==> config.mk <==
export PLATFORM = sky130hd
export DESIGN_NAME = char_lcd_nibble_write_queue_core
export DESIGN_NICKNAME = d
export VERILOG_FILES = /design/src/design/lcdq_pkg.sv /design/src/design/lcdq_cell.sv /design/src/design/lcdq_queue.sv /design/src/design/char_lcd_nibble_write_queue_core.sv
export SDC_FILE = /design/constraint.sdc
export NUM_CORES = 1
export LEC_CHECK = 0
export ABC_AREA = 1
export BUFFER_PORTS_ARGS = -buffer_cell sky130_fd_sc_hd__buf_2
export CAP_MARGIN = 40
export CORE_MARGIN = 3
export CORE_UTILIZATION = 55
export CTS_CLUSTER_DIAMETER = 80
export DETAILED_ROUTE_END_ITERATION = 6
export PLACE_DENSITY = 0.73
export SLEW_MARGIN = 20
export SYNTH_ARGS = -nofsm -noshare
export SYNTH_HDL_FRONTEND = slang
export SYNTH_SLANG_ARGS = --single-unit
==> constraint.sdc <==
create_clock -name i_clk -period 2.85 [get_ports i_clk]
set_input_delay 0.285 -clock i_clk [delete_from_list [all_inputs] [get_ports i_clk]]
set_output_delay 0.285 -clock i_clk [all_outputs]
set_load 0.1 [all_outputs]
==> src/design/lcdq_pkg.sv <==
// ----------------------------------------------------------------------------
// lcdq_pkg
// types, codes and constants of the char lcd write queue
// ----------------------------------------------------------------------------
`default_nettype none

package lcdq_pkg;

    localparam int unsigned QUEUE_DEPTH_DEF = 16;
    localparam int unsigned BYTES_PER_XFER  = 4;
    localparam int unsigned ENTRY_W         = 9;
    localparam int unsigned CFG_INDEX_W     = 1;
    localparam int unsigned CFG_DATA_W      = 3;

    localparam logic [7:0] DDRAM_SET     = 8'h80;
    localparam logic [2:0] ROW_LIMIT_MAX = 3'd4;

    typedef enum logic [1:0] {
        CMD_WRITE_CHAR = 2'd0,
        CMD_SET_CURSOR = 2'd1,
        CMD_XFER_DONE  = 2'd2
    } t_cmd;

    typedef enum logic [CFG_INDEX_W-1:0] {
        REG_BACKLIGHT = 1'b0,
        REG_ROW_COUNT = 1'b1
    } t_reg;

    typedef enum logic [1:0] {
        ST_IDLE,
        ST_CHECK,
        ST_LOAD
    } t_state;

    // one byte slot of the output chain
    typedef struct packed {
        logic       last;
        logic [7:0] data;
    } t_cell;

    // queue entry: select in bit 8, byte below
    typedef struct packed {
        logic       sel;
        logic [7:0] value;
    } t_entry;

    function automatic logic [7:0] row_offset(input logic [1:0] idx);
        logic [7:0] off;
        unique case (idx)
            2'd0:    off = 8'h00;
            2'd1:    off = 8'h40;
            2'd2:    off = 8'h14;
            default: off = 8'h54;
        endcase
        return off;
    endfunction

    // expander byte: nibble, backlight, enable, zero, select
    function automatic logic [7:0] exp_byte(input logic [3:0] nib, input logic bl,
                                            input logic en, input logic sel);
        return {nib, bl, en, 1'b0, sel};
    endfunction

endpackage

`default_nettype wire

==> src/design/lcdq_cell.sv <==
// ----------------------------------------------------------------------------
// lcdq_cell
// one byte slot of the output chain, loads in parallel, shifts to its neighbour
// ----------------------------------------------------------------------------
`default_nettype none

module lcdq_cell (
    input  wire               i_clk,
    input  wire               i_rst_n,
    input  wire               i_load,
    input  wire               i_shift,
    input  wire lcdq_pkg::t_cell i_load_cell,
    input  wire               i_next_valid,
    input  wire lcdq_pkg::t_cell i_next_cell,
    output logic              o_valid,
    output lcdq_pkg::t_cell   o_cell
);
    import lcdq_pkg::*;

    logic  r_valid;
    t_cell r_cell;

    always_ff @(posedge i_clk) begin
        if (!i_rst_n) begin
            r_valid <= 1'b0;
        end else if (i_load) begin
            r_valid <= 1'b1;
        end else if (i_shift) begin
            r_valid <= i_next_valid;
        end
    end

    always_ff @(posedge i_clk) begin
        if (i_load) begin
            r_cell <= i_load_cell;
        end else if (i_shift) begin
            r_cell <= i_next_cell;
        end
    end

    assign o_valid = r_valid;
    assign o_cell  = r_cell;

endmodule

`default_nettype wire

==> src/design/lcdq_queue.sv <==
// ----------------------------------------------------------------------------
// lcdq_queue
// circular entry queue with one write and one registered read per cycle
// ----------------------------------------------------------------------------
`default_nettype none

module lcdq_queue #(
    parameter int unsigned DEPTH = lcdq_pkg::QUEUE_DEPTH_DEF
) (
    input  wire               i_clk,
    input  wire               i_rst_n,
    input  wire               i_push,
    input  wire lcdq_pkg::t_entry i_push_entry,
    input  wire               i_pop,
    output logic              o_empty,
    output lcdq_pkg::t_entry  o_rd_entry
);
    import lcdq_pkg::*;

    localparam int unsigned PTR_W = (DEPTH > 1) ? $clog2(DEPTH) : 1;
    localparam logic [PTR_W-1:0] PTR_LAST = PTR_W'(DEPTH - 1);

    t_entry           r_mem [DEPTH];
    t_entry           r_rd_entry;
    logic [PTR_W-1:0] r_wr_ptr;
    logic [PTR_W-1:0] r_rd_ptr;
    logic [PTR_W-1:0] n_wr_ptr;
    logic [PTR_W-1:0] n_rd_ptr;
    logic             w_full;

    assign n_wr_ptr = (r_wr_ptr == PTR_LAST) ? '0 : r_wr_ptr + 1'b1;
    assign n_rd_ptr = (r_rd_ptr == PTR_LAST) ? '0 : r_rd_ptr + 1'b1;
    assign w_full   = (n_wr_ptr == r_rd_ptr);
    assign o_empty  = (r_wr_ptr == r_rd_ptr);

    always_ff @(posedge i_clk) begin
        if (!i_rst_n) begin
            r_wr_ptr <= '0;
            r_rd_ptr <= '0;
        end else begin
            if (i_push && !w_full) begin
                r_wr_ptr <= n_wr_ptr;
            end
            if (i_pop && !o_empty) begin
                r_rd_ptr <= n_rd_ptr;
            end
        end
    end

    always_ff @(posedge i_clk) begin
        if (i_push && !w_full) begin
            r_mem[r_wr_ptr] <= i_push_entry;
        end
        if (i_pop) begin
            r_rd_entry <= r_mem[r_rd_ptr];
        end
    end

    assign o_rd_entry = r_rd_entry;

endmodule

`default_nettype wire

==> src/design/char_lcd_nibble_write_queue_core.sv <==
// ----------------------------------------------------------------------------
// char_lcd_nibble_write_queue_core
// queues lcd writes and sends each as four expander bytes over a stream
// ----------------------------------------------------------------------------
// write-character and set-cursor requests enter a queue of QUEUE_DEPTH
// entries (one slot stays unused, a request to a full queue is dropped);
// a request to an idle block or a transfer-done request starts a transfer,
// which pops one entry and emits four bytes on the master side, the last
// one flagged by tlast. a push to a busy block or an unknown command is
// only accepted; a transfer-done request that finds the queue empty goes
// through accept and queue check; one that starts a transfer goes through
// accept, queue check and memory read, and load before the next request is
// accepted, and its four bytes leave a chain of four byte cells at one byte
// per cycle while i_m_tready is high. the loading of a new transfer waits
// until the chain has drained, so back-to-back transfers are spaced by the
// draining and the loading of the chain. configuration writes take effect
// at once and belong only where no request is in progress.
// ----------------------------------------------------------------------------
`default_nettype none

module char_lcd_nibble_write_queue_core #(
    parameter int unsigned QUEUE_DEPTH = lcdq_pkg::QUEUE_DEPTH_DEF
) (
    input  wire                                 i_clk,
    input  wire                                 i_rst_n,
    input  wire                                 i_s_tvalid,
    output logic                                o_s_tready,
    input  wire  [23:0]                         i_s_tdata,   // char_code, column, row, pad
    input  wire  [1:0]                          i_s_tuser,   // command
    output logic                                o_m_tvalid,
    input  wire                                 i_m_tready,
    output logic [7:0]                          o_m_tdata,   // expander_byte
    output logic                                o_m_tlast,
    input  wire                                 i_cfg_we,
    input  wire  [lcdq_pkg::CFG_INDEX_W-1:0]    i_cfg_index,
    input  wire  [lcdq_pkg::CFG_DATA_W-1:0]     i_cfg_wdata
);
    import lcdq_pkg::*;

    localparam int unsigned NC = BYTES_PER_XFER;

    t_state     r_state;
    t_state     n_state;
    logic       r_busy;
    logic       r_backlight;
    logic [2:0] r_row_count;

    t_cmd       w_cmd;
    logic [7:0] w_char;
    logic [6:0] w_col;
    logic [7:0] w_row;
    logic       w_accept;
    logic       w_push;
    logic       w_start;
    logic       w_pop;
    logic       w_load;
    logic       w_empty;
    logic       w_shift;
    logic       w_chain_empty;
    t_entry     w_push_entry;
    t_entry     w_rd_entry;
    logic [2:0] w_limit;
    logic [1:0] w_row_idx;
    logic [7:0] w_cursor;

    logic  [NC-1:0] w_valid;
    t_cell          w_cell      [NC];
    t_cell          w_load_cell [NC];

    assign w_cmd    = t_cmd'(i_s_tuser);
    assign w_char   = i_s_tdata[7:0];
    assign w_col    = i_s_tdata[14:8];
    assign w_row    = i_s_tdata[22:15];
    assign w_accept = i_s_tvalid && o_s_tready;

    // config registers
    always_ff @(posedge i_clk) begin
        if (!i_rst_n) begin
            r_backlight <= 1'b1;
            r_row_count <= 3'd2;
        end else if (i_cfg_we) begin
            unique case (t_reg'(i_cfg_index))
                REG_BACKLIGHT: r_backlight <= i_cfg_wdata[0];
                REG_ROW_COUNT: r_row_count <= i_cfg_wdata;
                default:       r_row_count <= r_row_count;
            endcase
        end
    end

    // row clamp and cursor command
    always_comb begin
        if (r_row_count == 3'd0) begin
            w_limit = 3'd1;
        end else if (r_row_count > ROW_LIMIT_MAX) begin
            w_limit = ROW_LIMIT_MAX;
        end else begin
            w_limit = r_row_count;
        end
        if (w_row >= {5'd0, w_limit}) begin
            w_row_idx = 2'(w_limit - 3'd1);
        end else begin
            w_row_idx = w_row[1:0];
        end
        w_cursor = DDRAM_SET | ({1'b0, w_col} + row_offset(w_row_idx));
    end

    always_comb begin
        w_push       = 1'b0;
        w_start      = 1'b0;
        w_push_entry = '{sel: 1'b1, value: w_char};
        case (w_cmd)
            CMD_WRITE_CHAR: begin
                w_push  = w_accept;
                w_start = w_accept && !r_busy;
            end
            CMD_SET_CURSOR: begin
                w_push       = w_accept;
                w_start      = w_accept && !r_busy;
                w_push_entry = '{sel: 1'b0, value: w_cursor};
            end
            CMD_XFER_DONE: begin
                w_start = w_accept;
            end
            default: begin
                w_start = 1'b0;
            end
        endcase
    end

    // next state
    always_comb begin
        n_state = r_state;
        unique case (r_state)
            ST_IDLE:  if (w_start) n_state = ST_CHECK;
            ST_CHECK: n_state = w_empty ? ST_IDLE : ST_LOAD;
            ST_LOAD:  if (w_chain_empty) n_state = ST_IDLE;
            default:  n_state = ST_IDLE;
        endcase
    end

    // state outputs
    always_comb begin
        o_s_tready = 1'b0;
        w_pop      = 1'b0;
        w_load     = 1'b0;
        unique case (r_state)
            ST_IDLE:  o_s_tready = 1'b1;
            ST_CHECK: w_pop = !w_empty;
            ST_LOAD:  w_load = w_chain_empty;
            default:  o_s_tready = 1'b0;
        endcase
    end

    always_ff @(posedge i_clk) begin
        if (!i_rst_n) begin
            r_state <= ST_IDLE;
            r_busy  <= 1'b0;
        end else begin
            r_state <= n_state;
            if (r_state == ST_CHECK) begin
                r_busy <= !w_empty;
            end
        end
    end

    lcdq_queue #(
        .DEPTH (QUEUE_DEPTH)
    ) u_queue (
        .i_clk        (i_clk),
        .i_rst_n      (i_rst_n),
        .i_push       (w_push),
        .i_push_entry (w_push_entry),
        .i_pop        (w_pop),
        .o_empty      (w_empty),
        .o_rd_entry   (w_rd_entry)
    );

    // four bytes of one transfer
    always_comb begin
        w_load_cell[0] = '{last: 1'b0, data: exp_byte(w_rd_entry.value[7:4], r_backlight,
                                                      1'b1, w_rd_entry.sel)};
        w_load_cell[1] = '{last: 1'b0, data: exp_byte(w_rd_entry.value[7:4], r_backlight,
                                                      1'b0, w_rd_entry.sel)};
        w_load_cell[2] = '{last: 1'b0, data: exp_byte(w_rd_entry.value[3:0], r_backlight,
                                                      1'b1, w_rd_entry.sel)};
        w_load_cell[3] = '{last: 1'b1, data: exp_byte(w_rd_entry.value[3:0], r_backlight,
                                                      1'b0, w_rd_entry.sel)};
    end

    assign w_shift       = !w_valid[0] || i_m_tready;
    assign w_chain_empty = ~|w_valid;

    for (genvar k = 0; k < NC; k++) begin : g_chain
        if (k == NC - 1) begin : g_tail
            lcdq_cell u_cell (
                .i_clk        (i_clk),
                .i_rst_n      (i_rst_n),
                .i_load       (w_load),
                .i_shift      (w_shift),
                .i_load_cell  (w_load_cell[k]),
                .i_next_valid (1'b0),
                .i_next_cell  ('0),
                .o_valid      (w_valid[k]),
                .o_cell       (w_cell[k])
            );
        end else begin : g_body
            lcdq_cell u_cell (
                .i_clk        (i_clk),
                .i_rst_n      (i_rst_n),
                .i_load       (w_load),
                .i_shift      (w_shift),
                .i_load_cell  (w_load_cell[k]),
                .i_next_valid (w_valid[k+1]),
                .i_next_cell  (w_cell[k+1]),
                .o_valid      (w_valid[k]),
                .o_cell       (w_cell[k])
            );
        end
    end

    assign o_m_tvalid = w_valid[0];
    assign o_m_tdata  = w_cell[0].data;
    assign o_m_tlast  = w_cell[0].last;

endmodule

`default_nettype wire

==> flow_summary_export.csv, run 1 <==
group,metric,value,unit
worst_setup_path,reg2reg_depth,21,
sta,max_freq,356.0,MHz
clock_network,cts-buffers-inserted,21,
floorplan,core_area,0.01481,mm²
worst_setup_path,slowest_delay,0.35,ns
placement,place_area,0.009036,mm²
synth,yosys_warnings,0,
worst_setup_path,cp_data_required_time,3.10,ns
sta,finalCritPeriodShare,98.56,%
global_routing,antenna_found_initial,0,
finish,final_core_util,67.13,%
global_routing,grtUsageTotal,22.98,%
drt,drt_first_pass_iters,5,
finish,final_nets,876,
synth,ys_types,36,
drt,drt-total-wl,19290,µm
placement,portBuffers,43,
synth,synth_compound_area_share,9.987,%
worst_setup_path,cpMaxStageDelayCell,"dfxtp_2",
global_routing,gr-total-overflow,0,
worst_hold_path,hold_end,"r_backlight$_SDFFE_PN1P_",
worst_setup_path,cp_max_fo,8,
drt,drc,0,
run_status,status,"completed",
clock_network,cts_hold_buf,0,
power_and_ir_drop,pwr_density_cell,703.6,mW/mm²
clock_network,h-tree-depth,1,
floorplan,die_h,130,µm
worst_hold_path,min_path_type,"primary input to register",
sta,tightestPinTransition,0.7750,ns
worst_setup_path,crit_path_end_kind,"register",
worst_hold_path,hp-start,"i_cfg_wdata[0]",
placement,placed_cells,979,
synth,mappedNetlistNets,796,
finish,num-fill-cells,1062,
power_and_ir_drop,p_leak,0.003808,µW
sta,rsz0062_at_grt,"yes",
drt,vias,5919,
synth,synth-edff-count,177,
clock_network,clock-root-buffer,"clkbuf_16",
sta,relSlewSlack,48.14,%
synth,synth_top_family_by_area,"simple AND/OR/NAND/NOR gates",
synth,synthesis.area,0.008457,mm²
run,drv_cap,0,
placement,dpl.hpwl,11900,µm
synth,muxShareOfSynthArea,0.1332,%
finish,drive_gt1_share,19.64,%
synth,postSynthAreaPerCell,11.28,µm²
sta,setup_viol,0,
finish,multi_input_area,0.002417,mm²
synth,yosysSeqAreaShare,68.53,%
synth,ys_ff_latch,201,
worst_hold_path,hold_depth,3,
finish,regArea,0.005799,mm²
sta,hold_viol_final,0,
power_and_ir_drop,vdd_drop_max,488.1,µV
power_and_ir_drop,total_power,6994,µW
worst_setup_path,path_cells,"buf_4 -> nand2_1 -> ha_1 -> nand2_1 -> nand2_1 -> nand2_2 -> nand2_4 -> nand2_2 -> o21ai_2 -> inv_2 -> ha_4 -> ha_4 -> nand2_2 -> nand2_1 -> nand2_1 -> or2_4 -> nand2_2 -> nand3_2 -> nand3_2 -> nand2_4 -> buf_16",
global_routing,grt_first_pass_wirelength,29810,µm
worst_setup_path,crit_arrival,3.06,ns
sta,drv_slew,0,
worst_setup_path,start_kind,"register",
floorplan,pin_count,46,
clock_network,cts.path.max_buffers,3,
finish,finalNonFillerCells,1029,
synth,synth_common_cells,"edfxtp_1 (177), nand2_1 (113), nor2_1 (108), o21ai_0 (85), inv_1 (45)",
synth,yosys.area_share.simple,14.62,%
drt,via_per_inst,5.752,
synth,postSynth.asyncResetShare,0,%
clock_network,clock-sinks,201,
global_routing,grt_pass1_vias,5752,
finish,diodes,0,
worst_setup_path,r2r-end,"u_queue.r_mem[12][6]$_DFFE_PP_",
floorplan,initial_utilization,57.11,%
sta,timing.hold.ws,0.02382,ns
floorplan,dieArea,0.01690,mm²
clock_network,insertion_delay,0.49,ns
worst_setup_path,crit_type,"register to register",
drt,drt-wirelength-per-cell,18.74,µm
drt,ant_nets,0,
sta,fin_skew,0.009714,ns
floorplan,die_w,130,µm
worst_setup_path,r2r_start,"r_row_count[1]$_SDFFE_PN1P_",
synth,synthAdderAreaFrac,1.627,%
clock_network,clkSlewWorstSetupHoldPaths,0.06,ns
synth,synth_xor_area_share,0.8285,%
synth,yosysMostFrequentCell,"edfxtp_1",
placement,place.gp.congestion,0.7961,
drt,drt-initial-drc-count,591,
synth,synth_top_area_share,62.85,%
synth,synth_top_cell_by_area,"edfxtp_1",
finish,syn2layout_area_growth,17.55,%
finish,final_cell_area,0.009941,mm²
synth,synth-main-ff-cell,"edfxtp_1",
sta,layout_min_cycle_time,2.809,ns
worst_setup_path,critPathMostFrequentCell,"nand2_1",
global_routing,grt_max_degree,53,
synth,synth_area_leaders,"edfxtp_1 (63%), dfxtp_1 (5.7%), o21ai_0 (5.0%)",
synth,syn_inst,750,
worst_setup_path,reg2reg_slack,0.04,ns
floorplan,rows,44,
clock_network,cts_tree,"built",
==> sequential cells by signal, indices dropped and copies added, names as in the netlist, 2 cells and up <==
name / flops
r_row_count: 3
u_queue.r_rd_ptr: 4
u_queue.o_rd_entry: 9
u_queue.r_wr_ptr: 4
g_chain.g_body.u_cell.o_valid: 3
r_state: 2
u_queue.r_mem: 144
g_chain.g_body.u_cell.o_cell: 23
g_chain.g_tail.u_cell.o_cell: 6
==> placed cells by master (no fill, tap or decap), drive strengths merged, types with 16 or more instances in the layout <==
cell    instances
dfxtp          24
inv            52
nor2          110
o21ai          95
clkbuf         24
buf            92
nand3          37
edfxtp        177
a21oi          16
o22ai          18
nor3           17
nand2         119
==> cell families (layout without fill, tap and decap cells) <==
kind of cell,after synthesis,in the layout
other cells,1,1
simple gates,290,290
compound gates,151,151
fa+ha+maj,11,11
mux,1,1
xor+xnor,8,8
flops,201,201
buf+inv,87,182
==> power by group <==
group	leakage [µW]	switching [µW]	total [µW]	internal (µW)
registers	0.00186	48.0	3390	3350
clock network	0.000337	1070	2700	1630
logic	0.00161	647	904	257
total	0.00381	1760	6990	5230
==> repair_timing <==
item / in CTS / in global routing
setup endpoints to repair: 32 / 48
buffers inserted: 9 / 3
gates cloned: 1 / 0
resized for setup: 16 / 13
pin swaps: 5 / 10
==> critical path: cells and delay by family, from the launching register on <==
kind            cells  cell delay (ns)
compound gates      1             0.06
fa+ha+maj           3             0.57
buf+inv             3             0.36
flops               1             0.35
simple gates       14             1.21
==> stage by stage <==
step	worst slack, ns	TNS (ns)
after CTS	0.002390	0
after floorplan	0.05887	0
after detailed placement	-0.2370	-7.464
final	0.04108	0
after global placement	-0.1050	-2.874
after global routing	-0.06097	-0.8933
==> worst max-delay path by stage <==
stage | slack [ns] | from | depth (start not counted) | to
after floorplan | 0.06 | r_row_count[0]$_SDFFE_PN0P_ | 16 | u_queue.r_mem[0][5]$_DFFE_PP_
after global placement | -0.10 | r_row_count[0]$_SDFFE_PN0P_ | 16 | u_queue.r_mem[11][5]$_DFFE_PP_
after detailed placement | -0.24 | r_row_count[0]$_SDFFE_PN0P_ | 22 | u_queue.r_mem[12][6]$_DFFE_PP_
after CTS | 0.002 | r_row_count[0]$_SDFFE_PN0P_ | 22 | u_queue.r_mem[12][6]$_DFFE_PP_
after global routing | -0.06 | r_row_count[1]$_SDFFE_PN1P_ | 21 | u_queue.r_mem[12][6]$_DFFE_PP_
final | 0.04 | r_row_count[1]$_SDFFE_PN1P_ | 21 | u_queue.r_mem[12][6]$_DFFE_PP_
==> metal layers <==
| metal | share of wire, % | global-route usage [%] | up-vias |
|---|---|---|---|
| met5 | 0 | 0 | - |
| met4 | 3.3 | 8.252 | 0 |
| met3 | 6.9 | 3.684 | 46 |
| met2 | 49 | 39.07 | 226 |
| met1 | 41 | 30.21 | 2842 |
| li1 | - | - | 2805 |
==> cell type report <==
class | instances | share of cell area [%]
clock inverter | 14 | 1.473
multi-input combinational | 462 | 24.32
sequential | 201 | 58.34
tap | 184 | 2.316
clock buffer | 24 | 5.400
inverter | 52 | 1.963
timing repair buffer | 92 | 6.193
Power figures use the tool's default switching activity.
==> inputs of run 2 (changes only) <==
==> constraint.sdc (replaced) <==
create_clock -name i_clk -period 2.45 [get_ports i_clk]
set_input_delay 0.245 -clock i_clk [delete_from_list [all_inputs] [get_ports i_clk]]
set_output_delay 0.245 -clock i_clk [all_outputs]
set_load 0.1 [all_outputs]
==> flow_summary_export.csv, run 2 (synthesis gave the netlist of run 1 again) <==
group,metric,value,unit
run_status,status,"complete, but fails checks",
run_status,violations,"negative setup slack",
clock_network,cts.path.max_buffers,3,
sta,max_freq,368.5,MHz
finish,syn2layout_area_growth,20.12,%
sta,fin_skew,0.01250,ns
finish,drive_gt1_share,21.32,%
floorplan,pin_count,46,
placement,dpl.hpwl,11740,µm
worst_hold_path,min_path_type,"primary input to register",
sta,rsz0062_at_grt,"yes",
placement,place_area,0.009218,mm²
sta,finalCritPeriodShare,110.8,%
drt,vias,5953,
worst_setup_path,slowest_delay,0.33,ns
sta,hold_viol_final,0,
finish,diodes,0,
drt,drt-wirelength-per-cell,18.35,µm
sta,setup_viol,48,
floorplan,dieArea,0.01690,mm²
global_routing,gr-total-overflow,0,
drt,drc,0,
worst_setup_path,critPathMostFrequentCell,"nand2_2",
worst_setup_path,crit_arrival,2.94,ns
clock_network,clkSlewWorstSetupHoldPaths,0.06,ns
finish,final_nets,895,
global_routing,grtUsageTotal,22.63,%
drt,drt-total-wl,19210,µm
clock_network,h-tree-depth,1,
sta,drv_slew,0,
worst_setup_path,r2r_start,"r_row_count[0]$_SDFFE_PN0P_",
clock_network,insertion_delay,0.50,ns
placement,dp_slack,-0.2839,ns
worst_setup_path,cp_max_fo,8,
drt,drt-initial-drc-count,573,
drt,ant_nets,0,
floorplan,die_h,130,µm
global_routing,grt_first_pass_wirelength,29470,µm
clock_network,cts_tree,"built",
clock_network,cts-buffers-inserted,20,
worst_setup_path,crit_type,"register to register",
finish,layout_common_cells,"edfxtp_1 (177), nor2_1 (108), nand2_1 (103)",
worst_setup_path,start_kind,"register",
power_and_ir_drop,p_leak,0.003918,µW
finish,final_common_cell,"edfxtp_1",
finish,final_core_util,68.60,%
power_and_ir_drop,total_power,8104,µW
placement,place.gp.congestion,0.8173,
worst_setup_path,critPathLaunch,"r_row_count[0]$_SDFFE_PN0P_",
sta,layout_min_cycle_time,2.714,ns
worst_setup_path,crit_path_end_kind,"register",
finish,final_cell_area,0.01016,mm²
power_and_ir_drop,vdd_drop_max,687.9,µV
drt,via_per_inst,5.686,
run,drv_cap,0,
floorplan,die_w,130,µm
worst_setup_path,cpMaxStageDelayCell,"dfxtp_2",
global_routing,grt_max_degree,74,
clock_network,clock-sinks,201,
worst_setup_path,path_cells,"inv_2 -> a21oi_2 -> ha_1 -> inv_1 -> nand2_1 -> nand2_1 -> nand2_1 -> nand2_2 -> nand2_4 -> nand2_2 -> o21ai_2 -> inv_2 -> ha_4 -> ha_4 -> nand2_4 -> nand2_2 -> nand2_2 -> or2_4 -> nand2_2 -> nand3_2 -> nand3_4 -> nand2_4",
global_routing,grt_pass1_vias,5735,
sta,relSlewSlack,49.98,%
worst_hold_path,hp-start,"i_cfg_index",
sta,tightestPinTransition,0.7503,ns
worst_setup_path,cp_data_required_time,2.67,ns
power_and_ir_drop,pwr_density_cell,797.8,mW/mm²
floorplan,initial_utilization,57.11,%
clock_network,clock-root-buffer,"clkbuf_16",
sta,setup_ws,-0.2636,ns
global_routing,antenna_found_initial,0,
placement,portBuffers,43,
floorplan,core_area,0.01481,mm²
floorplan,rows,44,
drt,drt_first_pass_iters,5,
finish,largest_register,"u_queue.r_mem",
finish,largest_reg_flops,144,
-- run 2: cell types whose count changed in the layout (fill, tap and decap cells not counted), moves of 2 or more --
| cell | delta |
|---|---|
| buf_12 | +4 |
| buf_4 | +13 |
| clkbuf_1 | +3 |
| clkinv_2 | -4 |
| dlygate4sd3_1 | +2 |
| nand2_1 | -4 |
| nand2_2 | +3 |
| nand2_4 | +2 |
| o21ai_4 | +2 |
-- run 2: power breakdown --
part	switching, µW	total (µW)	internal [µW]
Clock	1220	3080	1860
Combinational	756	1090	329
Sequential	51.6	3940	3890
Total	2030	8100	6080
-- run 2: final timing paths --
path	endpoint	slack [ns]	cells past startpoint
max	u_queue.r_mem[2][6]$_DFFE_PP_	-0.26	22
min	r_backlight$_SDFFE_PN1P_	0.03	3
max reg2reg	u_queue.r_mem[2][6]$_DFFE_PP_	-0.26	22
min reg2reg	g_chain[2].g_body.u_cell.o_cell[2]$_SDFFE_PP1N_	0.47	2
-- run 2: layout make-up --
class / count / area [µm²]
flip-flops and latches: 201 / 5801
fillers: 1010 / 4651
multi-input cells: 463 / 2460
repair buffers: 111 / 810.8
clock buffers: 27 / 536.8
well taps: 184 / 230.2
inverters: 52 / 195.2
clock inverters: 9 / 125.1
-- run 2: repair_timing --
| item | in CTS | in global routing |
|---|---|---|
| hold endpoints to repair | 2 | 0 |
| hold buffers | 2 | 0 |
| cloned | 1 | 1 |
| gates resized for setup | 7 | 12 |
| pin swaps | 10 | 9 |
| endpoints found under the setup margin | 48 | 64 |
| buffers inserted | 12 | 4 |
-- run 2: layer usage --
metal  vias up  track usage [%]  routed length (µm)
met4         0            6.907                 487
li1       2834                -                   -
met2       191            38.97                9829
met3        40            3.193                 992
met1      2888            30.11                7902
met5         -                0                   0
-- run 2: per-stage QoR --
step	hold WS [ns]	setup TNS [ns]	std cells
5_1_grt	0.06452	-16.64	1047
3_3_place_gp	0.4376	-6.452	990
3_5_place_dp	0.4481	-11.78	991
6_report	0.03192	-10.20	1047
4_1_cts	0.02563	-4.023	1042
2_1_floorplan	0.3712	-17.53	750
-- run 2: worst max-delay path, delay by kind of cell (launching register included) --
kind / cells / cell delay [ns]
adder cells (fa/ha/maj): 3 / 0.54
AND/OR/NAND/NOR: 14 / 1.16
AO/OA/AOI/OAI: 2 / 0.20
buffers and inverters: 3 / 0.20
flip-flops: 1 / 0.33
==> inputs of run 3 (changes only) <==
==> constraint.sdc (replaced) <==
create_clock -name i_clk -period 2.4 [get_ports i_clk]
set_input_delay 0.24 -clock i_clk [delete_from_list [all_inputs] [get_ports i_clk]]
set_output_delay 0.24 -clock i_clk [all_outputs]
set_load 0.1 [all_outputs]
==> flow_summary_export.csv, run 3 (synthesis gave the netlist of run 1 again) <==
group,metric,value,unit
finish,largest_reg_flops,144,
drt,drt-wirelength-per-cell,18.49,µm
drt,drt_first_pass_iters,5,
clock_network,clock-root-buffer,"clkbuf_16",
drt,vias,5882,
floorplan,dieArea,0.01690,mm²
drt,ant_nets,0,
global_routing,grt_max_degree,74,
global_routing,antenna_found_initial,0,
drt,drc,0,
global_routing,gr-total-overflow,0,
power_and_ir_drop,pwr_density_cell,802.8,mW/mm²
placement,portBuffers,43,
placement,placed_cells,991,
sta,max_freq,372.0,MHz
sta,fin_setup_tns,-7.929,ns
drt,via_per_inst,5.705,
finish,final_core_util,67.77,%
worst_setup_path,crit_path_end_kind,"register",
clock_network,clock-sinks,201,
finish,finalNonFillerCells,1031,
floorplan,die_h,130,µm
worst_setup_path,start_kind,"register",
global_routing,grtUsageTotal,22.65,%
clock_network,cts_tree,"built",
worst_setup_path,path_cells,"a21oi_4 -> ha_1 -> inv_1 -> nand2_1 -> nand2_1 -> nand2_1 -> nand2_2 -> nand2_4 -> o21ai_2 -> inv_2 -> ha_4 -> nand2_4 -> nand2_2 -> nand2_2 -> or2_4 -> nand2_4 -> nand3_4 -> nand3_4 -> nand2_4",
clock_network,cts.path.max_buffers,3,
worst_setup_path,crit_type,"register to register",
floorplan,pin_count,46,
floorplan,die_w,130,µm
sta,layout_min_cycle_time,2.688,ns
clock_network,h-tree-depth,1,
run_status,status,"complete, but fails checks",
finish,diodes,0,
sta,setup_ws,-0.2881,ns
floorplan,core_area,0.01481,mm²
worst_setup_path,cp_data_required_time,2.62,ns
drt,drt-initial-drc-count,509,
floorplan,initial_utilization,57.11,%
sta,drv_slew,0,
sta,tightestPinTransition,0.6869,ns
worst_setup_path,cp_top_family,"simple AND/OR/NAND/NOR gates",
placement,place.gp.congestion,0.8432,
finish,largest_register,"u_queue.r_mem",
drt,drt-total-wl,19070,µm
worst_setup_path,critPathBufInv,2,
worst_setup_path,critPathMostFrequentCell,"nand2_4",
worst_setup_path,crit_arrival,2.91,ns
power_and_ir_drop,p_leak,0.003846,µW
finish,layout_common_cells,"edfxtp_1 (177), nor2_1 (107), nand2_1 (103)",
clock_network,cts-buffers-inserted,20,
finish,syn2layout_area_growth,18.67,%
worst_setup_path,cp_max_fo,8,
sta,timing.hold.ws,0.04480,ns
sta,setup_viol,48,
run,drv_cap,0,
finish,final_common_cell,"edfxtp_1",
run_status,violations,"negative setup slack",
worst_hold_path,min_path_type,"primary input to register",
finish,final_nets,882,
floorplan,rows,44,
sta,rsz0062_at_grt,"yes",
finish,drive_gt1_share,20.66,%
placement,dpl.hpwl,11870,µm
worst_setup_path,cpMaxStageDelayCell,"dfxtp_4",
clock_network,clkSlewWorstSetupHoldPaths,0.06,ns
global_routing,grt_pass1_vias,5763,
sta,fin_skew,0.01746,ns
worst_setup_path,slowest_delay,0.36,ns
power_and_ir_drop,vdd_drop_max,676.1,µV
sta,hold_viol_final,0,
clock_network,insertion_delay,0.50,ns
sta,relSlewSlack,54.09,%
global_routing,grt_first_pass_wirelength,29530,µm
sta,finalCritPeriodShare,112.0,%
-- run 3: metrics by stage --
stage | cell area (µm²) | worst slack (ns) | power (µW)
finish | 10040 | -0.2881 | 8057
global placement | 9223 | -0.2319 | 5101
floorplan | 8528 | -0.2406 | 4822
CTS | 9962 | -0.2259 | 8092
global route | 10040 | -0.4114 | 8381
detailed placement | 9230 | -0.3468 | 5137
-- run 3: where the power goes --
group	internal [µW]	switching, µW	total [µW]
sequential	3970	56.7	4030
combinational	327	769	1100
clock	1720	1210	2930
total	6020	2030	8060
-- run 3: area by class of cell --
cell class,count,area (µm²)
clock buffers,28,593.1
clock inverters,5,35.03
fillers,1081,4773
inverters,52,195.2
multi-input cells,463,2470
flip-flops and latches,201,5804
well taps,184,230.2
repair buffers,98,708.2
-- run 3: worst paths after layout --
path	startpoint	slack, ns	cells after the start	end
max reg2reg	r_row_count[1]$_SDFFE_PN1P_	-0.29	19	u_queue.r_mem[3][6]$_DFFE_PP_
min	i_cfg_index	0.04	3	r_backlight$_SDFFE_PN1P_
min reg2reg	g_chain[2].g_body.u_cell.o_cell[2]$_SDFFE_PP1N_	0.46	2	g_chain[2].g_body.u_cell.o_cell[2]$_SDFFE_PP1N_
max	r_row_count[1]$_SDFFE_PN1P_	-0.29	19	u_queue.r_mem[3][6]$_DFFE_PP_
-- run 3: routing by layer --
layer,routed length [µm],share of wire (%),GRT usage [%],vias to the layer above
li1,-,-,-,2808
met1,7747,41,28.90,2841
met2,9570,50,39.10,188
met3,1108,5.8,3.971,45
met4,639,3.4,8.313,0
met5,0,0,0,-
-- run 3: what timing repair did --
action,4_1_cts,5_1_grt
cloned,1,0
buffers inserted,2,2
gates resized for setup,11,13
setup endpoints to repair,64,64
hold buffers,2,0
pin swaps,9,3
endpoints found under the hold margin,2,0
-- run 3: tightest hold or removal path, stage by stage --
cell and delay [ns]:
buf_2 0.11, o21ai_0 0.08, nand3_1 0.06
